===== src/sdc_pkg.sv =====
// Types, weight ROMs, sigmoid table and helper functions of the segment digit classifier.
`default_nettype none
package sdc_pkg;

    localparam int INPUT_COUNT     = 7;
    localparam int HIDDEN_COUNT    = 15;
    localparam int OUTPUT_COUNT    = 4;
    localparam int SIGMOID_ENTRIES = 256;

    localparam int SEG_W      = 8;
    localparam int HID_W_W    = 16;
    localparam int HID_SUM_W  = 19;
    localparam int SIG_SHIFT  = 11;
    localparam int SIG_IDX_W  = $clog2(SIGMOID_ENTRIES);
    localparam int ACT_W      = 16;
    localparam int OUT_W_W    = 16;
    localparam int PROD_W     = ACT_W + 1 + OUT_W_W;
    localparam int ACC_W      = 40;
    localparam int DIGIT_W    = 4;

    localparam logic [SEG_W-1:0]   ERROR_GLYPH = 8'hE7;
    localparam logic [DIGIT_W-1:0] DIGIT_LIMIT = 4'd9;

    typedef logic [INPUT_COUNT-1:0]        mask_t;
    typedef logic [ACT_W-1:0]              act_t;
    typedef logic signed [ACC_W-1:0]       acc_t;
    typedef acc_t                          acc_vec_t [OUTPUT_COUNT];
    typedef logic [HID_W_W-1:0]            hid_row_t [INPUT_COUNT];
    typedef logic signed [OUT_W_W-1:0]     out_col_t [OUTPUT_COUNT];
    typedef logic [ACT_W-1:0]              sig_table_t [SIGMOID_ENTRIES];

    typedef struct packed {
        logic  valid;
        mask_t mask;
        act_t  act;
    } stage_t;

    localparam int HID_W [HIDDEN_COUNT][INPUT_COUNT] = '{
        '{10710, 34295, 31122, 40338, 16614, 31924, 64217},
        '{41069, 28255, 57204, 34114, 35712, 32724, 38699},
        '{10740, 43870, 55847, 20367, 43950, 49046, 28768},
        '{31218, 54067, 5572, 57106, 12348, 30053, 64208},
        '{60891, 8676, 51322, 1981, 16916, 56582, 84},
        '{13798, 49161, 30884, 9116, 11753, 17440, 8074},
        '{36629, 57078, 37748, 52879, 43289, 53154, 46741},
        '{55340, 48265, 13066, 11615, 28234, 18284, 18073},
        '{14516, 37602, 27003, 30274, 6419, 53250, 32240},
        '{3923, 16631, 63319, 52250, 50994, 19027, 2112},
        '{49379, 64721, 32859, 53368, 30572, 16600, 54464},
        '{57622, 58746, 65473, 15779, 34037, 11815, 63331},
        '{61166, 54966, 29648, 61674, 13897, 43310, 38527},
        '{60309, 15772, 44246, 24680, 31358, 10178, 5370},
        '{53830, 21730, 51822, 43858, 38312, 20517, 52019}
    };

    localparam int OUT_W [OUTPUT_COUNT][HIDDEN_COUNT] = '{
        '{2073, 2233, 11165, 8331, 3716, -265, -5337, -4235,
          -10618, -1886, 12137, -12098, -15667, 7353, 3390},
        '{-3187, 6049, -1007, -13209, -3130, -6300, 3532, -16774,
          11327, -8155, -2031, 16155, 8348, 2882, 3177},
        '{-14668, 3930, 4150, -19363, -9783, 7691, 11623, -9182,
          658, -12116, 6936, 20637, 7736, -4176, 2844},
        '{17043, -4484, -1843, 22323, 4622, 4283, -19594, 11420,
          -3613, 210, -7880, -11614, -13390, 11184, -4497}
    };

    localparam logic [SEG_W-1:0] DIGIT_GLYPHS [10] = '{
        8'h7E, 8'h18, 8'hB6, 8'hBC, 8'hD8, 8'hEC, 8'hEE, 8'h38, 8'hFE, 8'hFC
    };

    // Fixed-point helpers below run only at elaboration to build the table.
    localparam int FRAC = 60;

    function automatic logic [63:0] qmul(logic [63:0] a, logic [63:0] b);
        logic [127:0] p;
        p = {64'd0, a} * {64'd0, b};
        p = p + (128'd1 << (FRAC - 1));
        return p[FRAC+63:FRAC];
    endfunction

    function automatic logic [63:0] udiv(logic [63:0] num, logic [63:0] den);
        logic [63:0] q;
        logic [63:0] r;
        q = '0;
        r = '0;
        for (int i = 63; i >= 0; i--) begin
            r = {r[62:0], num[i]};
            if (r >= den) begin
                r = r - den;
                q[i] = 1'b1;
            end
        end
        return q;
    endfunction

    function automatic logic [63:0] exp_neg_64th();
        logic [63:0] term;
        logic [63:0] sum;
        logic [63:0] d;
        term = 64'd1 << FRAC;
        sum  = 64'd1 << FRAC;
        for (int n = 1; n < 40; n++) begin
            if (term != 64'd0) begin
                d = 64'(64 * n);
                term = udiv(term + (d >> 1), d);
                if (n % 2 == 1)
                    sum = sum - term;
                else
                    sum = sum + term;
            end
        end
        return sum;
    endfunction

    function automatic sig_table_t build_sig_table();
        sig_table_t  t;
        logic [63:0] e64;
        logic [63:0] e32;
        logic [63:0] cur;
        logic [63:0] den;
        logic [63:0] r;
        logic [63:0] q;
        logic [63:0] v;
        e64 = exp_neg_64th();
        e32 = qmul(e64, e64);
        cur = e64;
        for (int i = 0; i < SIGMOID_ENTRIES; i++) begin
            den = (64'd1 << FRAC) + cur;
            r = 64'd1 << FRAC;
            q = '0;
            if (r >= den) begin
                q = 64'd1;
                r = r - den;
            end
            for (int s = 0; s < 17; s++) begin
                r = r << 1;
                q = q << 1;
                if (r >= den) begin
                    r = r - den;
                    q = q | 64'd1;
                end
            end
            v = (q + 64'd1) >> 1;
            t[i] = (v > 64'd65535) ? 16'hFFFF : v[ACT_W-1:0];
            cur = qmul(cur, e32);
        end
        return t;
    endfunction

    localparam sig_table_t SIG_TABLE = build_sig_table();

    // Hidden neuron: add the weights of the set inputs, then look up the sigmoid.
    function automatic act_t hidden_act(mask_t m, hid_row_t w);
        logic [HID_SUM_W-1:0] s;
        logic [HID_SUM_W-1:0] idx;
        s = '0;
        for (int b = 0; b < INPUT_COUNT; b++) begin
            if (m[b])
                s = s + HID_SUM_W'(w[b]);
        end
        idx = s >> SIG_SHIFT;
        if (idx > HID_SUM_W'(SIGMOID_ENTRIES - 1))
            idx = HID_SUM_W'(SIGMOID_ENTRIES - 1);
        return SIG_TABLE[idx[SIG_IDX_W-1:0]];
    endfunction

endpackage
`default_nettype wire


===== src/sdc_back.sv =====
// Output stage: thresholds the output sums, maps the digit to a glyph and
// holds the result word until it is taken.
`default_nettype none
module sdc_back
    import sdc_pkg::*;
(
    input  wire logic                clk,
    input  wire logic                rst_n,
    input  wire logic                in_valid,
    input  wire acc_vec_t            in_acc,
    input  wire logic                out_ready,
    output logic                     advance,
    output logic                     out_valid,
    output logic [SEG_W-1:0]         display_byte,
    output logic [DIGIT_W-1:0]       predicted_digit,
    output logic                     out_of_range
);

    logic [OUTPUT_COUNT-1:0] code;
    logic [DIGIT_W-1:0]      digit_next;
    logic                    oor_next;
    logic [SEG_W-1:0]        display_next;
    logic                    valid_reg;
    logic [SEG_W-1:0]        display_reg;
    logic [DIGIT_W-1:0]      digit_reg;
    logic                    oor_reg;

    always_comb
    begin
        for (int j = 0; j < OUTPUT_COUNT; j++)
            code[j] = (in_acc[j] > 0);
        digit_next = DIGIT_W'(code);
        oor_next   = (digit_next > DIGIT_LIMIT);
        if (oor_next)
            display_next = ERROR_GLYPH;
        else
            display_next = DIGIT_GLYPHS[digit_next] + SEG_W'(1);
    end

    // The whole pipeline moves whenever the output register is free or being read.
    assign advance = !valid_reg || out_ready;

    always_ff @(posedge clk or negedge rst_n)
    begin
        if (!rst_n)
            valid_reg <= 1'b0;
        else if (advance)
            valid_reg <= in_valid;
    end

    always_ff @(posedge clk)
    begin
        if (advance)
        begin
            display_reg <= display_next;
            digit_reg   <= digit_next;
            oor_reg     <= oor_next;
        end
    end

    assign out_valid       = valid_reg;
    assign display_byte    = display_reg;
    assign predicted_digit = digit_reg;
    assign out_of_range    = oor_reg;

endmodule
`default_nettype wire


===== config.mk =====
export PLATFORM = sky130hd
export DESIGN_NAME = sdc_back
export DESIGN_NICKNAME = d
export VERILOG_FILES = /design/src/sdc_pkg.sv /design/src/sdc_back.sv
export SDC_FILE = /design/constraint.sdc
export NUM_CORES = 1
export LEC_CHECK = 0
export ABC_AREA = 1
export BUFFER_PORTS_ARGS = -buffer_cell sky130_fd_sc_hd__buf_2
export CORE_AREA = 2 2 69 71
export CTS_CLUSTER_SIZE = 28
export DETAILED_ROUTE_END_ITERATION = 10
export DIE_AREA = 0 0 71 73
export GPL_ROUTABILITY_DRIVEN = 0
export GPL_TIMING_DRIVEN = 1
export PLACE_DENSITY = 0.76
export RECOVER_POWER = 25
export SYNTH_ARGS = -nofsm -noshare
export SYNTH_HDL_FRONTEND = slang
export SYNTH_SLANG_ARGS = --single-unit

===== constraint.sdc =====
create_clock -name clk -period 1.74 [get_ports clk]
set_input_delay 0.087 -clock clk [delete_from_list [all_inputs] [get_ports clk]]
set_output_delay 0.087 -clock clk [all_outputs]
set_load 0.01 [all_outputs]

==> summary.md <==
| Metric | Value |
|---|---|
| WS Path Type | in -> reg |
| CP max FO | 3 |
| # clock sinks | 13 |
| WHS | 22.69 ps |
| Width of the die | 71 um |
| Via count of the first global-routing pass | 1,602 |
| Routed len/inst | 8.779 um |
| Netlist cell types | 16 |
| Mapped Cells | 200 |
| Share of cells above drive strength 1 | 48.44% |
| Cell Area, Synth | 0.001230 mm2 |
| Layout area overhead | 82.30% |
| Fmax | 677.3 MHz |
| Core Rows | 25 |
| Synth Register Bits | 13 |
| Drt first-iter violations | 83 |
| Gr usage total | 13.90% |
| CTS tree | yes |
| IO Count | 179 |
| Synth top area share | 29.30% |
| R2R depth | 1 |
| Clock Tree Root | clkbuf_8 |
| Largest net degree at the start of global routing | 15 |
| DR vias | 1,788 |
| Unrepaired setup endpoints after global routing | no |
| Lkg Pwr | 0.001243 uW |
| Resize count post-CTS | 0 |
| Starting Density | 27.12% |
| Post-DP Area | 0.002198 mm2 |
| Nature of the critical path endpoint | flop |
| Clock Path Buffers | 2 |
| Post-DP HPWL | 3487 um |
| Worst R2R Start | out_valid$_DFFE_PN0P_ |
| Largest cells by area after synthesis | edfxtp_1, nor2_1, nand2_1 |
| H-tree Lvls | 1 |
| Avg Synthesized Cell Area | 6.150 um2 |
| First-pass detailed-route iteration total | 4 |
| Worst Hold Depth | 3 |
| FF-to-FF End | predicted_digit[3]$_DFFE_PP_ |
| Post-CTS Setup Bufs | 0 |
| Final Skew | 3.956 ps |
| Sequential share of the synthesized area | 31.33% |
| Max VDD drop | 0.0002082 V |
| Final setup vio count | 0 |
| R2R Setup Slk | 610 ps |
| Critical Path Source | in_acc[150] |
| WP data required | 1750 ps |
| Die height | 73 um |
| Pwr/cell area | 434.0 mW/mm2 |
| CTS Buf Count | 3 |
| Gr ovfl total | 0 |
| Worst Path Arrival | 1480 ps |
| DRC Markers | 0 |
| Worst Max-Slew Pin Slew | 517.6 ps |
| Via density | 4.082 |
| Placed Instances | 433 |
| Fin cells | 438 |
| Die area | 0.005183 mm2 |
| Nets | 556 |
| Largest area contributor in the netlist | edfxtp_1 |
| CP Launch Type | input pin |
| Finished Core Util | 49.43% |
| Filler cells | 472 |
| Worst-path clk slew | 60 ps |
| PortBufs | 177 |
| Final antenna-violating net count | 0 |
| Worst min path class | in -> reg |
| WL final | 3845 um |
| Post-layout instance area | 0.002242 mm2 |
| Yosys warning total | 0 |
| N_diodes | 0 |
| CP endpoint | display_byte[3]$_SDFFCE_PN0P_ |
| Skew-Pair Late Insertion Delay | 240 ps |
| Syn_nets | 371 |
| Initial antenna violation count | 0 |
| Final period utilization | 84.86% |
| Hold Violations, Final | 0 |
| Core Area | 0.004536 mm2 |
| Hold Buf Count CTS | 1 |
| Total of max-cap violations | 0 |
| First-pass GRT wire length | 6023 um |
| Outcome | finished, final reports clean |
| Max_slew headroom | 65.41% |
| Min cycle time layout | 1477 ps |
| Slew Viols, Final | 0 |
[power breakdown]
group	switching, uW	internal, uW	leakage, uW
clock network	106	162	0.0000228
registers	5.49	371	0.000127
logic	142	188	0.00109
total	253	720	0.00124
[layout by cell type, fill, tap and decap left out, drive strengths merged]
cell type,count
inv,20
or2,1
nand4,9
nand2,44
a21oi,1
nand3,7
clkbuf,13
buf,171
nor2,96
conb,1
dlygate4sd3,1
edfxtp,12
dfrtp,1
ha,7
[how the worst min path moves through the flow]
stage | from | endpoint
finish | in_valid | out_valid$_DFFE_PN0P_
global route | in_valid | out_valid$_DFFE_PN0P_
CTS | in_valid | out_valid$_DFFE_PN0P_
detailed placement | rst_n | out_valid$_DFFE_PN0P_
global placement | rst_n | out_valid$_DFFE_PN0P_
floorplan | rst_n | out_valid$_DFFE_PN0P_
[synth_stat cells, drive strengths merged]
library cell,n
or2,1
a21oi,1
dfrtp,1
conb,1
nand4,9
edfxtp,12
nand2,44
nand3,7
nor2,96
ha,7
buf,1
inv,20
[logic make-up (layout without fill, tap and decap cells)]
group                      count (synthesis)  in the layout  synth area share (%)
adders and majority gates                  7              7                 7.121
other                                      1              1                0.3049
buffers and inverters                     21            205                 6.714
DFF                                       13             13                 31.33
AOI/OAI and AO/OA                          1              1                0.4065
and+or+nand+nor                          157            157                 54.12
[state kept, by name, summed over array words and instances, names as in the netlist]
signal,count
out_valid,1
out_of_range,1
display_byte,7
predicted_digit,4
[critical path: stages]
cell and delay [ps]:
buf_2 100, nor2_1 90, nand2_1 50, nor2_1 110
nand2_1 60, nor2_1 80, nand2_1 50, nand2_1 80
inv_1 60, ha_1 180, or2_2 300, nand2_4 90
nand2_4 50, nand2_1 60, inv_1 40
[area by class of cell]
cell class | count | area (um2) | share of cell area [%]
Clock buffer | 4 | 45.04 | 2.009
Inverter | 20 | 75.07 | 3.348
Multi-Input combinational cell | 166 | 762.0 | 33.98
Sequential cell | 13 | 385.4 | 17.19
Tap cell | 54 | 67.56 | 3.013
Timing Repair Buffer | 181 | 907.1 | 40.46
[routing by layer]
layer / share of wire, % / global-route usage [%] / vias to the layer above / wire [um]
met1: 38 / 15.22 / 722 / 1453
met5: 0 / 0 / - / 0
met3: 6.9 / 0.6906 / 4 / 264
met4: 1.1 / 5.660 / 0 / 42
li1: - / - / 984 / -
met2: 54 / 27.73 / 78 / 2084
[through the flow]
stage / setup WS, ps / setup TNS (ps) / power [uW]
after floorplan: 101.5 / 0 / 499.1
after global placement: 19.81 / 0 / 708.1
after detailed placement: -20.35 / -20.35 / 715.8
after CTS: 231.9 / 0 / 977.5
after global routing: 46.45 / 0 / 1039
final: 263.5 / 0 / 973.1
(Power assumes the default switching activity.)
