--- config.mk ---
export PLATFORM = sky130hd
export DESIGN_NAME = sdc_cell
export DESIGN_NICKNAME = d
export VERILOG_FILES = /design/src/sdc_pkg.sv /design/src/sdc_cell.sv
export SDC_FILE = /design/constraint.sdc
export NUM_CORES = 2
export LEC_CHECK = 0
export CAP_MARGIN = 20
export CORE_MARGIN = 4
export CORE_UTILIZATION = 25
export CTS_CLUSTER_DIAMETER = 200
export DETAILED_ROUTE_END_ITERATION = 8
export DONT_BUFFER_PORTS = 1
export SYNTH_ARGS = -nofsm -noshare
export SYNTH_HDL_FRONTEND = slang
export SYNTH_SLANG_ARGS = --single-unit
--- constraint.sdc ---
create_clock -name clk -period 1.7 [get_ports clk]
set_clock_uncertainty 0.2 [all_clocks]
set_input_delay 0.17 -clock clk [delete_from_list [all_inputs] [get_ports clk]]
set_output_delay 0.17 -clock clk [all_outputs]
set_load 0.02 [all_outputs]
--- src/sdc_pkg.sv ---
// Types, weight ROMs, sigmoid table and helper functions of the segment digit classifier.
`default_nettype none
package sdc_pkg;

    localparam int INPUT_COUNT     = 7;
    localparam int HIDDEN_COUNT    = 15;
    localparam int OUTPUT_COUNT    = 4;
    localparam int SIGMOID_ENTRIES = 256;

    localparam int SEG_W      = 8;
    localparam int HID_W_W    = 16;
    localparam int HID_SUM_W  = 19;
    localparam int SIG_SHIFT  = 11;
    localparam int SIG_IDX_W  = $clog2(SIGMOID_ENTRIES);
    localparam int ACT_W      = 16;
    localparam int OUT_W_W    = 16;
    localparam int PROD_W     = ACT_W + 1 + OUT_W_W;
    localparam int ACC_W      = 40;
    localparam int DIGIT_W    = 4;

    localparam logic [SEG_W-1:0]   ERROR_GLYPH = 8'hE7;
    localparam logic [DIGIT_W-1:0] DIGIT_LIMIT = 4'd9;

    typedef logic [INPUT_COUNT-1:0]        mask_t;
    typedef logic [ACT_W-1:0]              act_t;
    typedef logic signed [ACC_W-1:0]       acc_t;
    typedef acc_t                          acc_vec_t [OUTPUT_COUNT];
    typedef logic [HID_W_W-1:0]            hid_row_t [INPUT_COUNT];
    typedef logic signed [OUT_W_W-1:0]     out_col_t [OUTPUT_COUNT];
    typedef logic [ACT_W-1:0]              sig_table_t [SIGMOID_ENTRIES];

    typedef struct packed {
        logic  valid;
        mask_t mask;
        act_t  act;
    } stage_t;

    localparam int HID_W [HIDDEN_COUNT][INPUT_COUNT] = '{
        '{10710, 34295, 31122, 40338, 16614, 31924, 64217},
        '{41069, 28255, 57204, 34114, 35712, 32724, 38699},
        '{10740, 43870, 55847, 20367, 43950, 49046, 28768},
        '{31218, 54067, 5572, 57106, 12348, 30053, 64208},
        '{60891, 8676, 51322, 1981, 16916, 56582, 84},
        '{13798, 49161, 30884, 9116, 11753, 17440, 8074},
        '{36629, 57078, 37748, 52879, 43289, 53154, 46741},
        '{55340, 48265, 13066, 11615, 28234, 18284, 18073},
        '{14516, 37602, 27003, 30274, 6419, 53250, 32240},
        '{3923, 16631, 63319, 52250, 50994, 19027, 2112},
        '{49379, 64721, 32859, 53368, 30572, 16600, 54464},
        '{57622, 58746, 65473, 15779, 34037, 11815, 63331},
        '{61166, 54966, 29648, 61674, 13897, 43310, 38527},
        '{60309, 15772, 44246, 24680, 31358, 10178, 5370},
        '{53830, 21730, 51822, 43858, 38312, 20517, 52019}
    };

    localparam int OUT_W [OUTPUT_COUNT][HIDDEN_COUNT] = '{
        '{2073, 2233, 11165, 8331, 3716, -265, -5337, -4235,
          -10618, -1886, 12137, -12098, -15667, 7353, 3390},
        '{-3187, 6049, -1007, -13209, -3130, -6300, 3532, -16774,
          11327, -8155, -2031, 16155, 8348, 2882, 3177},
        '{-14668, 3930, 4150, -19363, -9783, 7691, 11623, -9182,
          658, -12116, 6936, 20637, 7736, -4176, 2844},
        '{17043, -4484, -1843, 22323, 4622, 4283, -19594, 11420,
          -3613, 210, -7880, -11614, -13390, 11184, -4497}
    };

    localparam logic [SEG_W-1:0] DIGIT_GLYPHS [10] = '{
        8'h7E, 8'h18, 8'hB6, 8'hBC, 8'hD8, 8'hEC, 8'hEE, 8'h38, 8'hFE, 8'hFC
    };

    // Fixed-point helpers below run only at elaboration to build the table.
    localparam int FRAC = 60;

    function automatic logic [63:0] qmul(logic [63:0] a, logic [63:0] b);
        logic [127:0] p;
        p = {64'd0, a} * {64'd0, b};
        p = p + (128'd1 << (FRAC - 1));
        return p[FRAC+63:FRAC];
    endfunction

    function automatic logic [63:0] udiv(logic [63:0] num, logic [63:0] den);
        logic [63:0] q;
        logic [63:0] r;
        q = '0;
        r = '0;
        for (int i = 63; i >= 0; i--) begin
            r = {r[62:0], num[i]};
            if (r >= den) begin
                r = r - den;
                q[i] = 1'b1;
            end
        end
        return q;
    endfunction

    function automatic logic [63:0] exp_neg_64th();
        logic [63:0] term;
        logic [63:0] sum;
        logic [63:0] d;
        term = 64'd1 << FRAC;
        sum  = 64'd1 << FRAC;
        for (int n = 1; n < 40; n++) begin
            if (term != 64'd0) begin
                d = 64'(64 * n);
                term = udiv(term + (d >> 1), d);
                if (n % 2 == 1)
                    sum = sum - term;
                else
                    sum = sum + term;
            end
        end
        return sum;
    endfunction

    function automatic sig_table_t build_sig_table();
        sig_table_t  t;
        logic [63:0] e64;
        logic [63:0] e32;
        logic [63:0] cur;
        logic [63:0] den;
        logic [63:0] r;
        logic [63:0] q;
        logic [63:0] v;
        e64 = exp_neg_64th();
        e32 = qmul(e64, e64);
        cur = e64;
        for (int i = 0; i < SIGMOID_ENTRIES; i++) begin
            den = (64'd1 << FRAC) + cur;
            r = 64'd1 << FRAC;
            q = '0;
            if (r >= den) begin
                q = 64'd1;
                r = r - den;
            end
            for (int s = 0; s < 17; s++) begin
                r = r << 1;
                q = q << 1;
                if (r >= den) begin
                    r = r - den;
                    q = q | 64'd1;
                end
            end
            v = (q + 64'd1) >> 1;
            t[i] = (v > 64'd65535) ? 16'hFFFF : v[ACT_W-1:0];
            cur = qmul(cur, e32);
        end
        return t;
    endfunction

    localparam sig_table_t SIG_TABLE = build_sig_table();

    // Hidden neuron: add the weights of the set inputs, then look up the sigmoid.
    function automatic act_t hidden_act(mask_t m, hid_row_t w);
        logic [HID_SUM_W-1:0] s;
        logic [HID_SUM_W-1:0] idx;
        s = '0;
        for (int b = 0; b < INPUT_COUNT; b++) begin
            if (m[b])
                s = s + HID_SUM_W'(w[b]);
        end
        idx = s >> SIG_SHIFT;
        if (idx > HID_SUM_W'(SIGMOID_ENTRIES - 1))
            idx = HID_SUM_W'(SIGMOID_ENTRIES - 1);
        return SIG_TABLE[idx[SIG_IDX_W-1:0]];
    endfunction

endpackage
`default_nettype wire

--- src/sdc_cell.sv ---
// One hidden-neuron cell: folds its activation into the output sums and
// prepares the activation of the next neuron.
`default_nettype none
module sdc_cell
    import sdc_pkg::*;
(
    input  wire logic     clk,
    input  wire logic     rst_n,
    input  wire logic     advance,
    input  wire hid_row_t w_next,
    input  wire out_col_t w_out,
    input  wire stage_t   in_stage,
    input  wire acc_vec_t in_acc,
    output stage_t        out_stage,
    output acc_vec_t      out_acc
);

    logic                     valid_reg;
    mask_t                    mask_reg;
    act_t                     act_reg;
    acc_vec_t                 acc_reg;
    acc_vec_t                 acc_next;
    logic signed [PROD_W-1:0] prod [OUTPUT_COUNT];

    always_comb
    begin
        for (int j = 0; j < OUTPUT_COUNT; j++)
        begin
            prod[j]     = $signed({1'b0, in_stage.act}) * w_out[j];
            acc_next[j] = in_acc[j] + ACC_W'(prod[j]);
        end
    end

    always_ff @(posedge clk or negedge rst_n)
    begin
        if (!rst_n)
            valid_reg <= 1'b0;
        else if (advance)
            valid_reg <= in_stage.valid;
    end

    always_ff @(posedge clk)
    begin
        if (advance)
        begin
            mask_reg <= in_stage.mask;
            act_reg  <= hidden_act(in_stage.mask, w_next);
            for (int j = 0; j < OUTPUT_COUNT; j++)
                acc_reg[j] <= acc_next[j];
        end
    end

    assign out_stage = '{valid: valid_reg, mask: mask_reg, act: act_reg};
    assign out_acc   = acc_reg;

endmodule
`default_nettype wire

==> run_results.csv <==
group,metric,value,unit
logic_synthesis,ys_types,97,
detailed_routing,wl_met2,101,mm
global_routing,grt_pass1_vias,51300,
logic_synthesis,yosysMostFrequentCell,"inv_1",
critical_path,crit_path_end_kind,"register",
run_status,status,"complete, but fails checks",
clock_network,hold_buffers,30,
run_status,failed_checks,"negative hold slack, negative setup slack",
detailed_routing,firstDrtPassIters,6,
critical_path,critPathMaxStageDelay,0.45,ns
global_routing,grt_antenna_before_repair,40,
logic_synthesis,synth-edff-count,182,
detailed_routing,dr_wl_met3,13.5,mm
clock_network,cts_max_level,4,
sta,rsz0062_at_grt,"true",
critical_path,slowest_stage,"mux4_2",
sta,period_minus_slack,9.66,ns
sta,setup_viol,163,
clock_network,cts_tree,"done",
detailed_routing,wl,208,mm
detailed_routing,ant_nets,0,
run,cap_violations,0,
logic_synthesis,synth_seq_cells,183,
critical_path,cp.arrival,9.81,ns
clock_network,cts.root.buffer_cell,"clkbuf_16",
clock_network,insertion_delay,0.55,ns
sta,hold_viol,186,
finish,area_growth_syn_to_layout,31.4,%
detailed_routing,wl_met1,85.4,mm
clock_network,cts_made_buffers,17,
global_routing,grt_use_total,18.1,%
detailed_routing,top_layer,"met5",
logic_synthesis,synth.largest_area_cell,"fa_1",
detailed_routing,drc,0,
global_routing,grt_max_degree,184,
critical_path,crit_type,"primary input to register",
global_routing,globalRoute.totalOverflow,0,
clock_network,clkTransAtPathRegs,0.12,ns
critical_path,required,1.85,ns
finish,largest_reg_flops,160,
sta,setup_slack,-7.96,ns
sta,fmax,104,MHz
sta,whs,-0.460,ns
global_routing,grt_pass1_wl,315,mm
logic_synthesis,syn-cell-area,0.0550,mm^2
logic_synthesis,synth_area_leaders,"fa_1 33%, ha_1 15%, edfxtp_1 9.9%, inv_1 8.2%, nand2_1 5.3%",
floorplanning,fp.dieW,477,um
floorplanning,rows,171,
logic_synthesis,yosys_warnings,0,
logic_synthesis,syn_inst,6227,
logic_synthesis,synth_top_area_share,33.2,%
logic_synthesis,synthFlopType,"edfxtp_1",
logic_synthesis,yosys-top-cells-count,"1209 x inv_1, 913 x fa_1, 773 x nand2_1",
floorplanning,core_area,0.218,mm^2
sta,finalCritPeriodShare,568,%
logic_synthesis,synth_fp_nets,8172,
sta,maxSlewViolCount,0,
critical_path,crit_top_cell,"buf_4",
finish,final_core_util,33.2,%
detailed_routing,routedWlPerCell,20.8,um
finish,finalNetCount,9048,
floorplanning,fp.dieH,477,um
floorplanning,die_area,0.228,mm^2
detailed_routing,vias,47700,
floorplanning,io_pins,547,
logic_synthesis,ys_seq_area_share,9.98,%
floorplanning,start_util,25.2,%
sta,relSlewSlack,55.6,%
sta,worst_pin_slew,0.649,ns
worst_hold_path,hp-class,"primary input to register",
logic_synthesis,avgSynthCellArea,8.83,um^2
logic_synthesis,ys_async_sr_fraction,0.546,%
finish,drive_gt1_share,26.8,%
critical_path,start_kind,"primary input",
placement,port-buffer-count,0,
detailed_routing,drt-vias-per-instance,4.78,
clock_network,cts.sinks,183,
detailed_routing,drt_iter0_drc,2661,
placement,finalWeightedCongestion,0.929,
clock_network,ctsLongestPathBuffers,2,
critical_path,crit_path_max_fanout,7,
placement,hpwlAfterDp,166,mm
## cell usage in the layout (no fill, tap or decap), drive strengths merged, types with 18 or more instances in the layout
master | netlist | layout
and2 | 436 | 436
nand3 | 79 | 79
a31oi | 46 | 46
o211ai | 40 | 40
xnor2 | 133 | 133
a21oi | 213 | 213
dlygate4sd3 | 0 | 30
and3 | 27 | 27
nand2 | 774 | 774
o21bai | 21 | 21
a211oi | 31 | 31
buf | 44 | 1103
or3 | 20 | 20
nor2b | 31 | 31
a221oi | 18 | 18
mux2i | 18 | 18
edfxtp | 182 | 182
inv | 1211 | 1216
nor3 | 65 | 65
ha | 669 | 669
o31ai | 20 | 20
o21a | 56 | 56
fa | 913 | 913
clkbuf | 238 | 19
nor2 | 234 | 234
xor2 | 74 | 74
mux2 | 30 | 30
nand2b | 90 | 90
a21o | 81 | 81
o21ai | 163 | 163
## worst max-delay path, delay by kind of cell
| family | cells | cell delay (ns) |
|---|---|---|
| multiplexers | 4 | 1.12 |
| adder cells (fa/ha/maj) | 8 | 2.40 |
| AND/OR/NAND/NOR | 10 | 1.27 |
| AO/OA/AOI/OAI | 16 | 2.63 |
| buffers and inverters | 7 | 1.13 |
| XOR/XNOR | 6 | 1.08 |
## path summary, 6_finish.rpt
path / start / end / slack, ns / cells past startpoint
setup / recovery: w_next[96] / act_reg[9] / -7.96 / 51
hold / removal: advance / out_acc[84] / -0.46 / 0
setup reg to reg: valid_reg / valid_reg / 0.09 / 2
hold reg to reg: valid_reg / valid_reg / 1.02 / 2
max in group asynchronous: rst_n / valid_reg / 1.05 / 2
min in group asynchronous: rst_n / valid_reg / 0.15 / 2
## per-layer routing
layer	track usage [%]	up-vias
met5	0	-
met4	6.43	24
met3	4.23	265
met2	30.8	1342
met1	22.2	24500
li1	-	21600
## logic make-up after synthesis
family	count (synthesis)	synth area share, %
compound gates	886	10.9
xor+xnor	209	3.40
fa+ha+maj	1583	48.5
buf+inv	1494	10.3
flops	183	9.98
mux	51	1.06
other cells	1	0.00682
simple gates	1820	15.9
## metrics by stage
step	cell area [um^2]	setup WS (ns)	setup TNS [ns]	hold WS, ns	std cells
finish	72300	-7.96	-596.94	-0.460	9987
global route	72300	-8.35	-613.05	-0.522	9982
CTS	70800	-7.81	-576.22	-0.531	9921
detailed placement	67500	-9.19	-703.61	-0.326	9770
global placement	67500	-9.07	-697.10	-0.326	9770
floorplan	58800	-8.14	-654.26	-0.326	6227
## layout make-up
type,count,area (um^2)
tap,2854,3570
fill,22400,146000
clock inverter,15,173
inverter,1212,4560
timing repair buffer,1139,9530
multi-input combinational,4550,48500
clock buffer,17,425
sequential,183,5490
antenna,17,42.5
## timing repair
| item | in CTS | in global routing |
|---|---|---|
| cloned | 4 | 2 |
| buffers inserted | 94 | 58 |
| setup endpoints to repair | 166 | 166 |
| endpoints found under the hold margin | 206 | 186 |
| pin swaps | 212 | 146 |
| resized for setup | 347 | 230 |
Power is not shown: default switching activity piles up to over one toggle a cycle in this logic, so the estimate is an artifact.
